===== src/pov_pkg.sv =====
package pov_pkg;

  localparam int unsigned SLOTS = 256;
  localparam int unsigned COUNT_BITS = 16;
  localparam int unsigned SLOT_BITS = $clog2(SLOTS);
  localparam int unsigned DIV_BITS = COUNT_BITS + SLOT_BITS;
  localparam int unsigned CNT_W = $clog2(DIV_BITS);

  localparam int unsigned SPACING_W = 8;
  localparam int unsigned WORD_W = 16;
  localparam int unsigned SLOT_FIELD_W = 8;
  localparam int unsigned ADDR_W = 3;
  localparam int unsigned DATA_W = 32;

  localparam logic [SPACING_W-1:0] SPACING_RESET = 8'd21;
  localparam logic [WORD_W-1:0] WORD_RESET = 16'h8000;

  localparam logic REG_MARK_SPACING = 1'b0;
  localparam logic REG_MARK_WORD = 1'b1;

  typedef enum logic [2:0] {
    ST_IDLE,
    ST_LOAD,
    ST_QUO,
    ST_LOADM,
    ST_MOD,
    ST_DONE
  } pov_state_e;

  typedef struct packed {
    logic upd;
    logic load_q;
    logic load_m;
    logic step;
    logic write_out;
  } pov_cmd_t;

  typedef struct packed {
    logic period_zero;
    logic spacing_zero;
  } pov_sts_t;

  typedef struct packed {
    logic [SPACING_W-1:0] spacing;
    logic [WORD_W-1:0] word;
  } pov_cfg_t;

endpackage


===== src/pov_regs.sv =====
module pov_regs (
  input  logic                        clk_i,
  input  logic                        rst_ni,
  input  logic                        psel,
  input  logic                        penable,
  input  logic                        pwrite,
  input  logic [pov_pkg::ADDR_W-1:0]  paddr,
  input  logic [pov_pkg::DATA_W-1:0]  pwdata,
  output logic [pov_pkg::DATA_W-1:0]  prdata,
  output pov_pkg::pov_cfg_t           cfg_o
);
  import pov_pkg::*;

  logic [SPACING_W-1:0] spacing_q, spacing_d;
  logic [WORD_W-1:0]    word_q, word_d;
  logic                 wr_en;

  // Registers sit on word boundaries, so only bit 2 of the address selects one.
  assign wr_en = psel && penable && pwrite;

  always_comb begin
    spacing_d = spacing_q;
    word_d = word_q;
    if (wr_en) begin
      unique case (paddr[2])
        REG_MARK_SPACING: spacing_d = pwdata[SPACING_W-1:0];
        REG_MARK_WORD:    word_d = pwdata[WORD_W-1:0];
        default:          ;
      endcase
    end
  end

  always_ff @(posedge clk_i or negedge rst_ni) begin
    if (!rst_ni) begin
      spacing_q <= SPACING_RESET;
      word_q <= WORD_RESET;
    end else begin
      spacing_q <= spacing_d;
      word_q <= word_d;
    end
  end

  always_comb begin
    unique case (paddr[2])
      REG_MARK_SPACING: prdata = DATA_W'(spacing_q);
      REG_MARK_WORD:    prdata = DATA_W'(word_q);
      default:          prdata = '0;
    endcase
  end

  assign cfg_o.spacing = spacing_q;
  assign cfg_o.word = word_q;

endmodule


===== src/pov_ctrl.sv =====
module pov_ctrl (
  input  logic               clk_i,
  input  logic               rst_ni,
  input  logic               in_valid_i,
  output logic               in_stall_o,
  output logic               out_valid_o,
  input  logic               out_stall_i,
  input  pov_pkg::pov_sts_t  sts_i,
  output pov_pkg::pov_cmd_t  cmd_o
);
  import pov_pkg::*;

  pov_state_e       state_q, state_d;
  logic [CNT_W-1:0] cnt_q, cnt_d;
  logic             out_valid_q, out_valid_d;
  logic             out_free;

  assign out_free = !out_valid_q || !out_stall_i;

  always_comb begin
    state_d = state_q;
    cnt_d = cnt_q;
    cmd_o = '0;
    in_stall_o = 1'b1;
    out_valid_d = out_valid_q && out_stall_i;
    unique case (state_q)
      ST_IDLE: begin
        in_stall_o = 1'b0;
        if (in_valid_i) begin
          cmd_o.upd = 1'b1;
          state_d = ST_LOAD;
        end
      end
      ST_LOAD: begin
        if (sts_i.period_zero) begin
          state_d = ST_DONE;
        end else begin
          cmd_o.load_q = 1'b1;
          cnt_d = CNT_W'(DIV_BITS - 1);
          state_d = ST_QUO;
        end
      end
      ST_QUO: begin
        cmd_o.step = 1'b1;
        cnt_d = cnt_q - 1'b1;
        if (cnt_q == '0) begin
          state_d = ST_LOADM;
        end
      end
      ST_LOADM: begin
        cmd_o.load_m = 1'b1;
        if (sts_i.spacing_zero) begin
          state_d = ST_DONE;
        end else begin
          cnt_d = CNT_W'(SLOT_BITS - 1);
          state_d = ST_MOD;
        end
      end
      ST_MOD: begin
        cmd_o.step = 1'b1;
        cnt_d = cnt_q - 1'b1;
        if (cnt_q == '0) begin
          state_d = ST_DONE;
        end
      end
      ST_DONE: begin
        if (out_free) begin
          cmd_o.write_out = 1'b1;
          out_valid_d = 1'b1;
          state_d = ST_IDLE;
        end
      end
      default: state_d = ST_IDLE;
    endcase
  end

  always_ff @(posedge clk_i or negedge rst_ni) begin
    if (!rst_ni) begin
      state_q <= ST_IDLE;
      cnt_q <= '0;
      out_valid_q <= 1'b0;
    end else begin
      state_q <= state_d;
      cnt_q <= cnt_d;
      out_valid_q <= out_valid_d;
    end
  end

  assign out_valid_o = out_valid_q;

endmodule


===== src/pov_dpath.sv =====
module pov_dpath (
  input  logic                             clk_i,
  input  logic                             rst_ni,
  input  pov_pkg::pov_cmd_t                cmd_i,
  input  pov_pkg::pov_cfg_t                cfg_i,
  input  logic                             hall_pulse_i,
  output pov_pkg::pov_sts_t                sts_o,
  output logic [pov_pkg::SLOT_FIELD_W-1:0] slot_o,
  output logic [pov_pkg::WORD_W-1:0]       led_word_o,
  output logic                             slot_valid_o
);
  import pov_pkg::*;

  logic [COUNT_BITS-1:0]   tick_q, tick_d;
  logic [COUNT_BITS-1:0]   period_q, period_d;
  logic [DIV_BITS-1:0]     dvd_q, dvd_d;
  logic [COUNT_BITS-1:0]   dvs_q, dvs_d;
  logic [COUNT_BITS-1:0]   rem_q, rem_d;
  logic [SLOT_BITS-1:0]    quo_q, quo_d;
  logic [SLOT_BITS-1:0]    slot_q, slot_d;
  logic [SLOT_FIELD_W-1:0] out_slot_q;
  logic [WORD_W-1:0]       out_led_q;
  logic                    out_valid_q;
  logic [COUNT_BITS:0]     rem_sh;
  logic [COUNT_BITS:0]     rem_sub;
  logic                    fits;
  logic                    mark;

  always_comb begin
    tick_d = tick_q;
    period_d = period_q;
    if (cmd_i.upd) begin
      if (hall_pulse_i) begin
        period_d = tick_q;
        tick_d = '0;
      end else begin
        tick_d = tick_q + 1'b1;
      end
    end
  end

  always_ff @(posedge clk_i or negedge rst_ni) begin
    if (!rst_ni) begin
      tick_q <= '0;
      period_q <= '0;
    end else begin
      tick_q <= tick_d;
      period_q <= period_d;
    end
  end

  // Restoring division, one quotient bit per cycle. Only the low quotient bits are
  // kept, which is the slot reduced modulo the slot count.
  assign rem_sh = {rem_q, dvd_q[DIV_BITS-1]};
  assign rem_sub = rem_sh - {1'b0, dvs_q};
  assign fits = !rem_sub[COUNT_BITS];

  always_comb begin
    dvd_d = dvd_q;
    dvs_d = dvs_q;
    rem_d = rem_q;
    quo_d = quo_q;
    slot_d = slot_q;
    if (cmd_i.load_q) begin
      dvd_d = {tick_q, SLOT_BITS'(0)};
      dvs_d = period_q;
      rem_d = '0;
      quo_d = '0;
    end else if (cmd_i.load_m) begin
      // The second pass reuses the divider to find slot modulo mark spacing.
      slot_d = quo_q;
      dvd_d = {quo_q, COUNT_BITS'(0)};
      dvs_d = COUNT_BITS'(cfg_i.spacing);
      rem_d = '0;
      quo_d = '0;
    end else if (cmd_i.step) begin
      dvd_d = {dvd_q[DIV_BITS-2:0], 1'b0};
      rem_d = fits ? rem_sub[COUNT_BITS-1:0] : rem_sh[COUNT_BITS-1:0];
      quo_d = {quo_q[SLOT_BITS-2:0], fits};
    end
  end

  assign mark = (period_q != '0) && (cfg_i.spacing != '0) && (rem_q == '0);

  always_ff @(posedge clk_i) begin
    dvd_q <= dvd_d;
    dvs_q <= dvs_d;
    rem_q <= rem_d;
    quo_q <= quo_d;
    slot_q <= slot_d;
    if (cmd_i.write_out) begin
      out_slot_q <= (period_q == '0) ? '0 : slot_q[SLOT_FIELD_W-1:0];
      out_led_q <= mark ? cfg_i.word : '0;
      out_valid_q <= (period_q != '0);
    end
  end

  assign sts_o.period_zero = (period_q == '0);
  assign sts_o.spacing_zero = (cfg_i.spacing == '0);
  assign slot_o = out_slot_q;
  assign led_word_o = out_led_q;
  assign slot_valid_o = out_valid_q;

endmodule


===== src/pov_angular_slot_tracker.sv =====
// Angular slot tracker for a persistence-of-vision display. Each request is one
// prescaled timer tick with its hall flag; the block answers each with the angular
// slot, the LED word for that slot and a flag that says whether a revolution period
// is known. A request whose period is known passes the LOAD, QUO, LOADM, MOD and
// DONE states from acceptance to its result, and the next request is taken only
// back in IDLE, so one request is worked on at a time. QUO and MOD drive a shared
// restoring divider that runs 24 single-bit steps for the slot and then 8 steps
// for the mark-spacing test. A request with no known period goes from LOAD to
// DONE, and one with zero mark spacing from LOADM to DONE. A finished result waits
// in an output register, so the next request is taken while it is still stalled.
module pov_angular_slot_tracker (
  input  logic                             clk_i,
  input  logic                             rst_ni,
  input  logic                             in_valid_i,
  output logic                             in_stall_o,
  input  logic                             hall_pulse_i,
  output logic                             out_valid_o,
  input  logic                             out_stall_i,
  output logic [pov_pkg::SLOT_FIELD_W-1:0] slot_o,
  output logic [pov_pkg::WORD_W-1:0]       led_word_o,
  output logic                             slot_valid_o,
  input  logic                             psel,
  input  logic                             penable,
  input  logic                             pwrite,
  input  logic [pov_pkg::ADDR_W-1:0]       paddr,
  input  logic [pov_pkg::DATA_W-1:0]       pwdata,
  output logic [pov_pkg::DATA_W-1:0]       prdata,
  output logic                             pready
);
  import pov_pkg::*;

  pov_cfg_t cfg;
  pov_cmd_t cmd;
  pov_sts_t sts;

  assign pready = 1'b1;

  pov_regs u_regs (
    .clk_i   (clk_i),
    .rst_ni  (rst_ni),
    .psel    (psel),
    .penable (penable),
    .pwrite  (pwrite),
    .paddr   (paddr),
    .pwdata  (pwdata),
    .prdata  (prdata),
    .cfg_o   (cfg)
  );

  pov_ctrl u_ctrl (
    .clk_i       (clk_i),
    .rst_ni      (rst_ni),
    .in_valid_i  (in_valid_i),
    .in_stall_o  (in_stall_o),
    .out_valid_o (out_valid_o),
    .out_stall_i (out_stall_i),
    .sts_i       (sts),
    .cmd_o       (cmd)
  );

  pov_dpath u_dpath (
    .clk_i        (clk_i),
    .rst_ni       (rst_ni),
    .cmd_i        (cmd),
    .cfg_i        (cfg),
    .hall_pulse_i (hall_pulse_i),
    .sts_o        (sts),
    .slot_o       (slot_o),
    .led_word_o   (led_word_o),
    .slot_valid_o (slot_valid_o)
  );

endmodule


===== config.mk =====
export PLATFORM = sky130hd
export DESIGN_NAME = pov_angular_slot_tracker
export DESIGN_NICKNAME = d
export VERILOG_FILES = /design/src/pov_pkg.sv /design/src/pov_regs.sv /design/src/pov_ctrl.sv /design/src/pov_dpath.sv /design/src/pov_angular_slot_tracker.sv
export SDC_FILE = /design/constraint.sdc
export NUM_CORES = 1
export LEC_CHECK = 0
export ABC_AREA = 1
export BUFFER_PORTS_ARGS = -buffer_cell sky130_fd_sc_hd__buf_2
export CAP_MARGIN = 20
export CELL_PAD_IN_SITES_DETAIL_PLACEMENT = 0
export CELL_PAD_IN_SITES_GLOBAL_PLACEMENT = 1
export CORE_MARGIN = 2
export CORE_UTILIZATION = 43
export CTS_CLUSTER_SIZE = 12
export DETAILED_ROUTE_END_ITERATION = 10
export GPL_ROUTABILITY_DRIVEN = 0
export GPL_TIMING_DRIVEN = 0
export PLACE_DENSITY = 0.88
export SLEW_MARGIN = 20
export SYNTH_ARGS = -nofsm -noshare
export SYNTH_HDL_FRONTEND = slang
export SYNTH_SLANG_ARGS = --single-unit
export TNS_END_PERCENT = 5

===== constraint.sdc =====
create_clock -name clk_i -period 2.7 [get_ports clk_i]
set_input_delay 0.54 -clock clk_i [delete_from_list [all_inputs] [get_ports clk_i]]
set_output_delay 0.54 -clock clk_i [all_outputs]
set_load 0.05 [all_outputs]

* Word level (Yosys, flattened, before mapping)
Cells that the tools add are included.
** Storage, ports and cells
- Bits in registers :: 154
- Bits of input ports :: 43
- Output and inout bits :: 60
- Word-level logic and storage cells :: 87
** Cells by class
- $add $sub $neg :: 3
- Eq/ne operators :: 11
- Mux-type cells :: 29
- Bitwise operators :: 2
- Reductions and logical operators :: 27
** Operators by type and width (number)
- 24-bit two-way mux :: 3
- 16-bit two-way mux :: 4
- 32-bit one-hot mux with 2 select lines :: 1
- 16-bit zero test :: 2
- 3-bit one-hot mux with 6 select lines :: 1
- 17-bit by 16-bit subtractor with 17-bit output :: 1
- 16-bit by 1-bit adder with 16-bit output, second input constant :: 1
- 16-bit nonzero test :: 1
- 3-bit two-way mux :: 5
- 5-bit one-hot mux with 3 select lines :: 1
- 1-bit two-way mux :: 12
- 5-bit two-way mux :: 2
- 8-bit zero test :: 1
- 2-bit AND reduction :: 4
- 8-bit nonzero test :: 1
- 3-bit by 2-bit == test with 1-bit output, second input constant :: 2
- 3-bit == test, second input constant :: 2
- 2-bit by 1-bit inequality test with 1-bit output, second input constant :: 3
- 2-bit inequality test, second input constant :: 3
- 3-bit nonzero test :: 2
- 1-bit logical AND :: 5
- 5-bit zero test :: 1
- 5-bit by 1-bit subtractor with 5-bit output, second input constant :: 1
- 4-bit AND reduction :: 1
- other kinds (8) :: 12

* Depth between registers and ports, before layout
- Depth in word-level cells :: 6
- Mapped depth :: 16
- Depth with buffers taken out :: 16

* Cells and area by module
Synthesis repeated with hierarchy kept, for this count alone.
** Unflattened totals
- Cells, all modules :: 1016
- Area, all modules :: 8149.1 µm²
** By module, submodules not included
- pov_dpath :: instances 1, cells an instance 750, area each 6222.2 µm², seq. area each 3233.1 µm²
- pov_regs :: instances 1, cells an instance 167, area each 1265.0 µm², seq. area each 605.6 µm²
- pov_ctrl :: instances 1, cells an instance 97, area each 650.6 µm², seq. area each 225.2 µm²
- pov_angular_slot_tracker :: instances 1, cells an instance 2, area each 11.3 µm², seq. area each 0.0 µm²

* Worst setup path after synthesis
Ideal clock, no wire load.
- Path type :: input to output
- Start point :: in paddr[2] in the netlist's numbering
- End point :: out prdata[0] in the netlist's numbering
- Data arrival time :: 1.823 ns
- Required time :: 2.160 ns
- Setup slack :: 0.337 ns
- Cell stages on the path :: 2
- Path buffers :: 1
- Path through :: clkbuf_1 o21ai_0
** On the way
- Cells in the longest elaborated chain, start to end :: 2
** RTL lines
- start: declaration :: line pov_angular_slot_tracker.sv:25 : input logic [pov_pkg::ADDR_W-1:0] paddr,
- 1-bit inverter (no line)
- 32-bit one-hot mux with 2 select lines * :: line pov_regs.sv:44 : unique case (paddr[2])
- end: declaration :: line pov_angular_slot_tracker.sv:27 : output logic [pov_pkg::DATA_W-1:0] prdata,
Mark *: on every way between the ends. The rest lies on a longest branch, timed or not. The select of a mux whose other input is x is not followed.

* Worst setup path in the final report
- Start point :: reg u_dpath.dvd_q[23]
- End point :: reg u_dpath.rem_q[7]
** On the way
- Cells in the longest elaborated chain, start to end :: 2
** RTL lines
- start: declaration :: line pov_dpath.sv:16 : logic [DIV_BITS-1:0] dvd_q, dvd_d;
- start signal: assignment :: line pov_dpath.sv:86 : dvd_q <= dvd_d;
- 17-bit by 16-bit subtractor with 17-bit output :: line pov_dpath.sv:55 : assign rem_sub = rem_sh - {1'b0, dvs_q};
- 16-bit two-way mux :: line pov_dpath.sv:78 : rem_d = fits ? rem_sub[COUNT_BITS-1:0] : rem_sh[COUNT_BITS-1:0];
- end signal: assignment :: line pov_dpath.sv:88 : rem_q <= rem_d;
- end: declaration :: line pov_dpath.sv:18 : logic [COUNT_BITS-1:0] rem_q, rem_d;
Every way passes these cells.
A chain may end at the register's enable or synchronous reset.

==> impl_metrics.ini <==
[run_status]
status = finished clean

[run]
cap_viol_max_count = 0

[floorplan]
core_um2 = 18600
rows = 50
ioPinCount = 103
die-area_um2 = 19900
die_height_um = 141
start_util = 0.435
die_width_um = 141

[drt]
routedWlPerCell_um = 14.2
vias = 6633
ant_nets = 0
dr.pass1.iters = 5
drt_wl_total_um = 19500
vias_per_cell = 4.85
drcViolationCount = 0
drt-initial-drc-count = 458

[global_routing]
top_usage_layer = met2
grt_pass1_wl_um = 31200
grt_pass1_vias = 6178
antenna_found_initial = 0
grtUsageMet1 = 0.276
use_met3 = 0.0411
grtUsageTotal = 0.200
grt_max_degree = 54
grt_overflow = 0
met2_usage = 0.322

[pwr]
power_uw = 11600
vdd_drop_max_mv = 0.566
p_leak_uw = 0.00466
powerDensity_nw_per_um2 = 1230

[place]
placed_area_um2 = 8830
io_buffer_count = 67
dp_hpwl_um = 14700

[cts]
cts_sinks = 154
clk_pin_slew_ns = 0.06
cts_setup_buffers = 0
ctsLongestPathBuffers = 2
cts_tree = built
htree_levels = 4
numCtsBuffers = 17
root_buffer = clkbuf_16
clk_latency_ns = 0.43

[sta]
fmax_ghz = 0.398
rsz0062_at_grt = false
setup_tns_ns = 0
setup_viol = 0
finClkSkew_ns = 0.00774
min_period_ns = 2.51
finalMaxSlewViolations = 0
slew_headroom = 0.527
worst_pin_slew_ns = 0.708
timing.hold.ws_ns = 0.301
fin_crit_sh = 0.930
hold_viol = 0

[critical_path]
arrival_ns = 2.85
end_kind = flop
cp.required_ns = 3.03
cp-start-kind = flop
worstSetupPathType = flop to flop
critPathMaxFanout = 9

[finish]
num_antenna_cells = 0
design_area_um2 = 9400
syn_to_final_growth_pct = 16.3
fin_nets = 1183
fill_cells = 1767
layout-drive-gt1-share = 0.138

[logic_synthesis]
ys_top_cells_by_count = nand2_1 (264), inv_1 (188), nor2_1 (75), nand3_1 (71)
synth_enable_flop_cells = 65
yosys.area.top_type_share = 0.241
synth.largest_area_cell = edfxtp_1
syn_area_um2 = 8090
synth_ff_type = edfxtp_1
synth_async_sr_flop_share = 0.422
synthCells = 1016
synth.most_common_cell = nand2_1
ys_seq_area_frac = 0.502
ys_ff_latch = 154
synth.avg_cell_area_um2 = 7.96
synthTopCellsByArea = edfxtp_1 (24%), dfrtp_1 (19%), nand2_1 (12%), inv_1 (8.7%), dfxtp_1 (5.9%)
synth-warning-count = 0
synth_cell_types = 48

[hold_path]
min_path_type = input pin to flop
## power by group
| part | leakage [µW] | internal, µW | switching (µW) | total [µW] |
|---|---|---|---|---|
| Sequential | 0.00163 | 3380 | 387 | 3770 |
| Combinational | 0.00275 | 1690 | 3860 | 5540 |
| Clock | 0.000276 | 1340 | 945 | 2290 |
| Total | 0.00466 | 6420 | 5190 | 11600 |
## worst max-delay path, stage by stage (launching register included)
cell and delay (ns):
edfxtp_1 0.38, inv_1 0.06, ha_1 0.22, fa_1 0.42, inv_1 0.12, nand3_1 0.07, nand2_1 0.17, nand2_1 0.10
nand2_1 0.10, nand2_2 0.08, nand2_2 0.09, nand2_1 0.22, nand3_1 0.16, nand3_1 0.10, nand2_1 0.08, inv_1 0.04
## flip-flops by register name (all words and copies together), names as in the netlist, 3 cells and up
register	cells
u_dpath.slot_q	8
u_ctrl.state_q	3
u_regs.word_q	16
u_dpath.dvd_q	16
u_dpath.dvs_q	16
u_dpath.tick_q	16
u_dpath.period_q	16
u_regs.spacing_q	8
u_dpath.slot_o	8
u_ctrl.cnt_q	5
u_dpath.rem_q	16
u_dpath.quo_q	8
u_dpath.led_word_o	16
## cells in the final DEF, fill, tap and decap left out, types with 5 or more instances in the layout
| master | n |
|---|---|
| nand3_1 | 71 |
| nor2_1 | 74 |
| nand2_1 | 264 |
| buf_2 | 71 |
| clkinv_2 | 7 |
| a21oi_1 | 40 |
| edfxtp_1 | 65 |
| nor3_1 | 10 |
| o21ai_0 | 65 |
| inv_1 | 187 |
| nand3b_1 | 5 |
| conb_1 | 17 |
| clkbuf_16 | 17 |
| o21ai_1 | 7 |
| dfrtp_1 | 61 |
| nand4_1 | 21 |
| nand2_2 | 5 |
| buf_4 | 20 |
| dfxtp_1 | 24 |
| clkbuf_1 | 16 |
| o211ai_1 | 5 |
| ha_1 | 19 |
## area by class of cell
class / instances / area [µm²] / share of cell area
clock inverters: 14 / 131 / 0.0140
well taps: 234 / 293 / 0.0311
multi-input cells: 640 / 3100 / 0.330
clock buffers: 18 / 429 / 0.0456
flip-flops and latches: 154 / 4060 / 0.432
inverters: 194 / 734 / 0.0781
repair buffers: 70 / 395 / 0.0420
plain buffers: 43 / 255 / 0.0271
## per-layer routing
| metal | share of wire | wire (µm) |
|---|---|---|
| met1 | 0.47 | 9250 |
| met2 | 0.47 | 9230 |
| met3 | 0.035 | 680 |
| met4 | 0.016 | 308 |
| met5 | 0 | 0 |
## kinds of logic (layout without fill, tap and decap cells)
group / after synthesis / after routing / share of synthesized area
simple gates: 471 / 471 / 0.254
buf+inv: 237 / 339 / 0.122
flops: 154 / 154 / 0.502
compound gates: 126 / 126 / 0.0828
fa+ha+maj: 20 / 20 / 0.0319
xor+xnor: 6 / 6 / 0.00650
other cells: 2 / 17 / 0.000929
## per-stage QoR
step,util,setup slack [ns],std cells
after floorplan,-,0.337,1031
after global placement,0.472,-0.433,1332
after detailed placement,0.475,0.191,1334
after CTS,0.506,0.159,1367
after global routing,0.506,0.0400,1367
final,0.506,0.188,1367
## worst paths after layout
path | start | endpoint | slack [ns] | cells after the start
setup / recovery | u_dpath.dvd_q[23] | u_dpath.rem_q[7] | 0.19 | 15
hold / removal | hall_pulse_i | u_dpath.tick_q[11] | 0.30 | 2
setup reg to reg | u_dpath.dvd_q[23] | u_dpath.rem_q[7] | 0.19 | 15
hold reg to reg | u_dpath.quo_q[7] | u_dpath.slot_q[7] | 0.45 | 0
min in group asynchronous | rst_ni | u_regs.word_q[8] | 0.52 | 2
max in group asynchronous | rst_ni | u_regs.spacing_q[2] | 1.59 | 3
## timing repair
action / 4_1_cts / 5_1_grt
endpoints found under the hold margin: 12 / 0
hold buffers: 1 / 0
gates resized for setup: 0 / 1
setup endpoints to repair: 0 / 4
(Power assumes the default switching activity.)
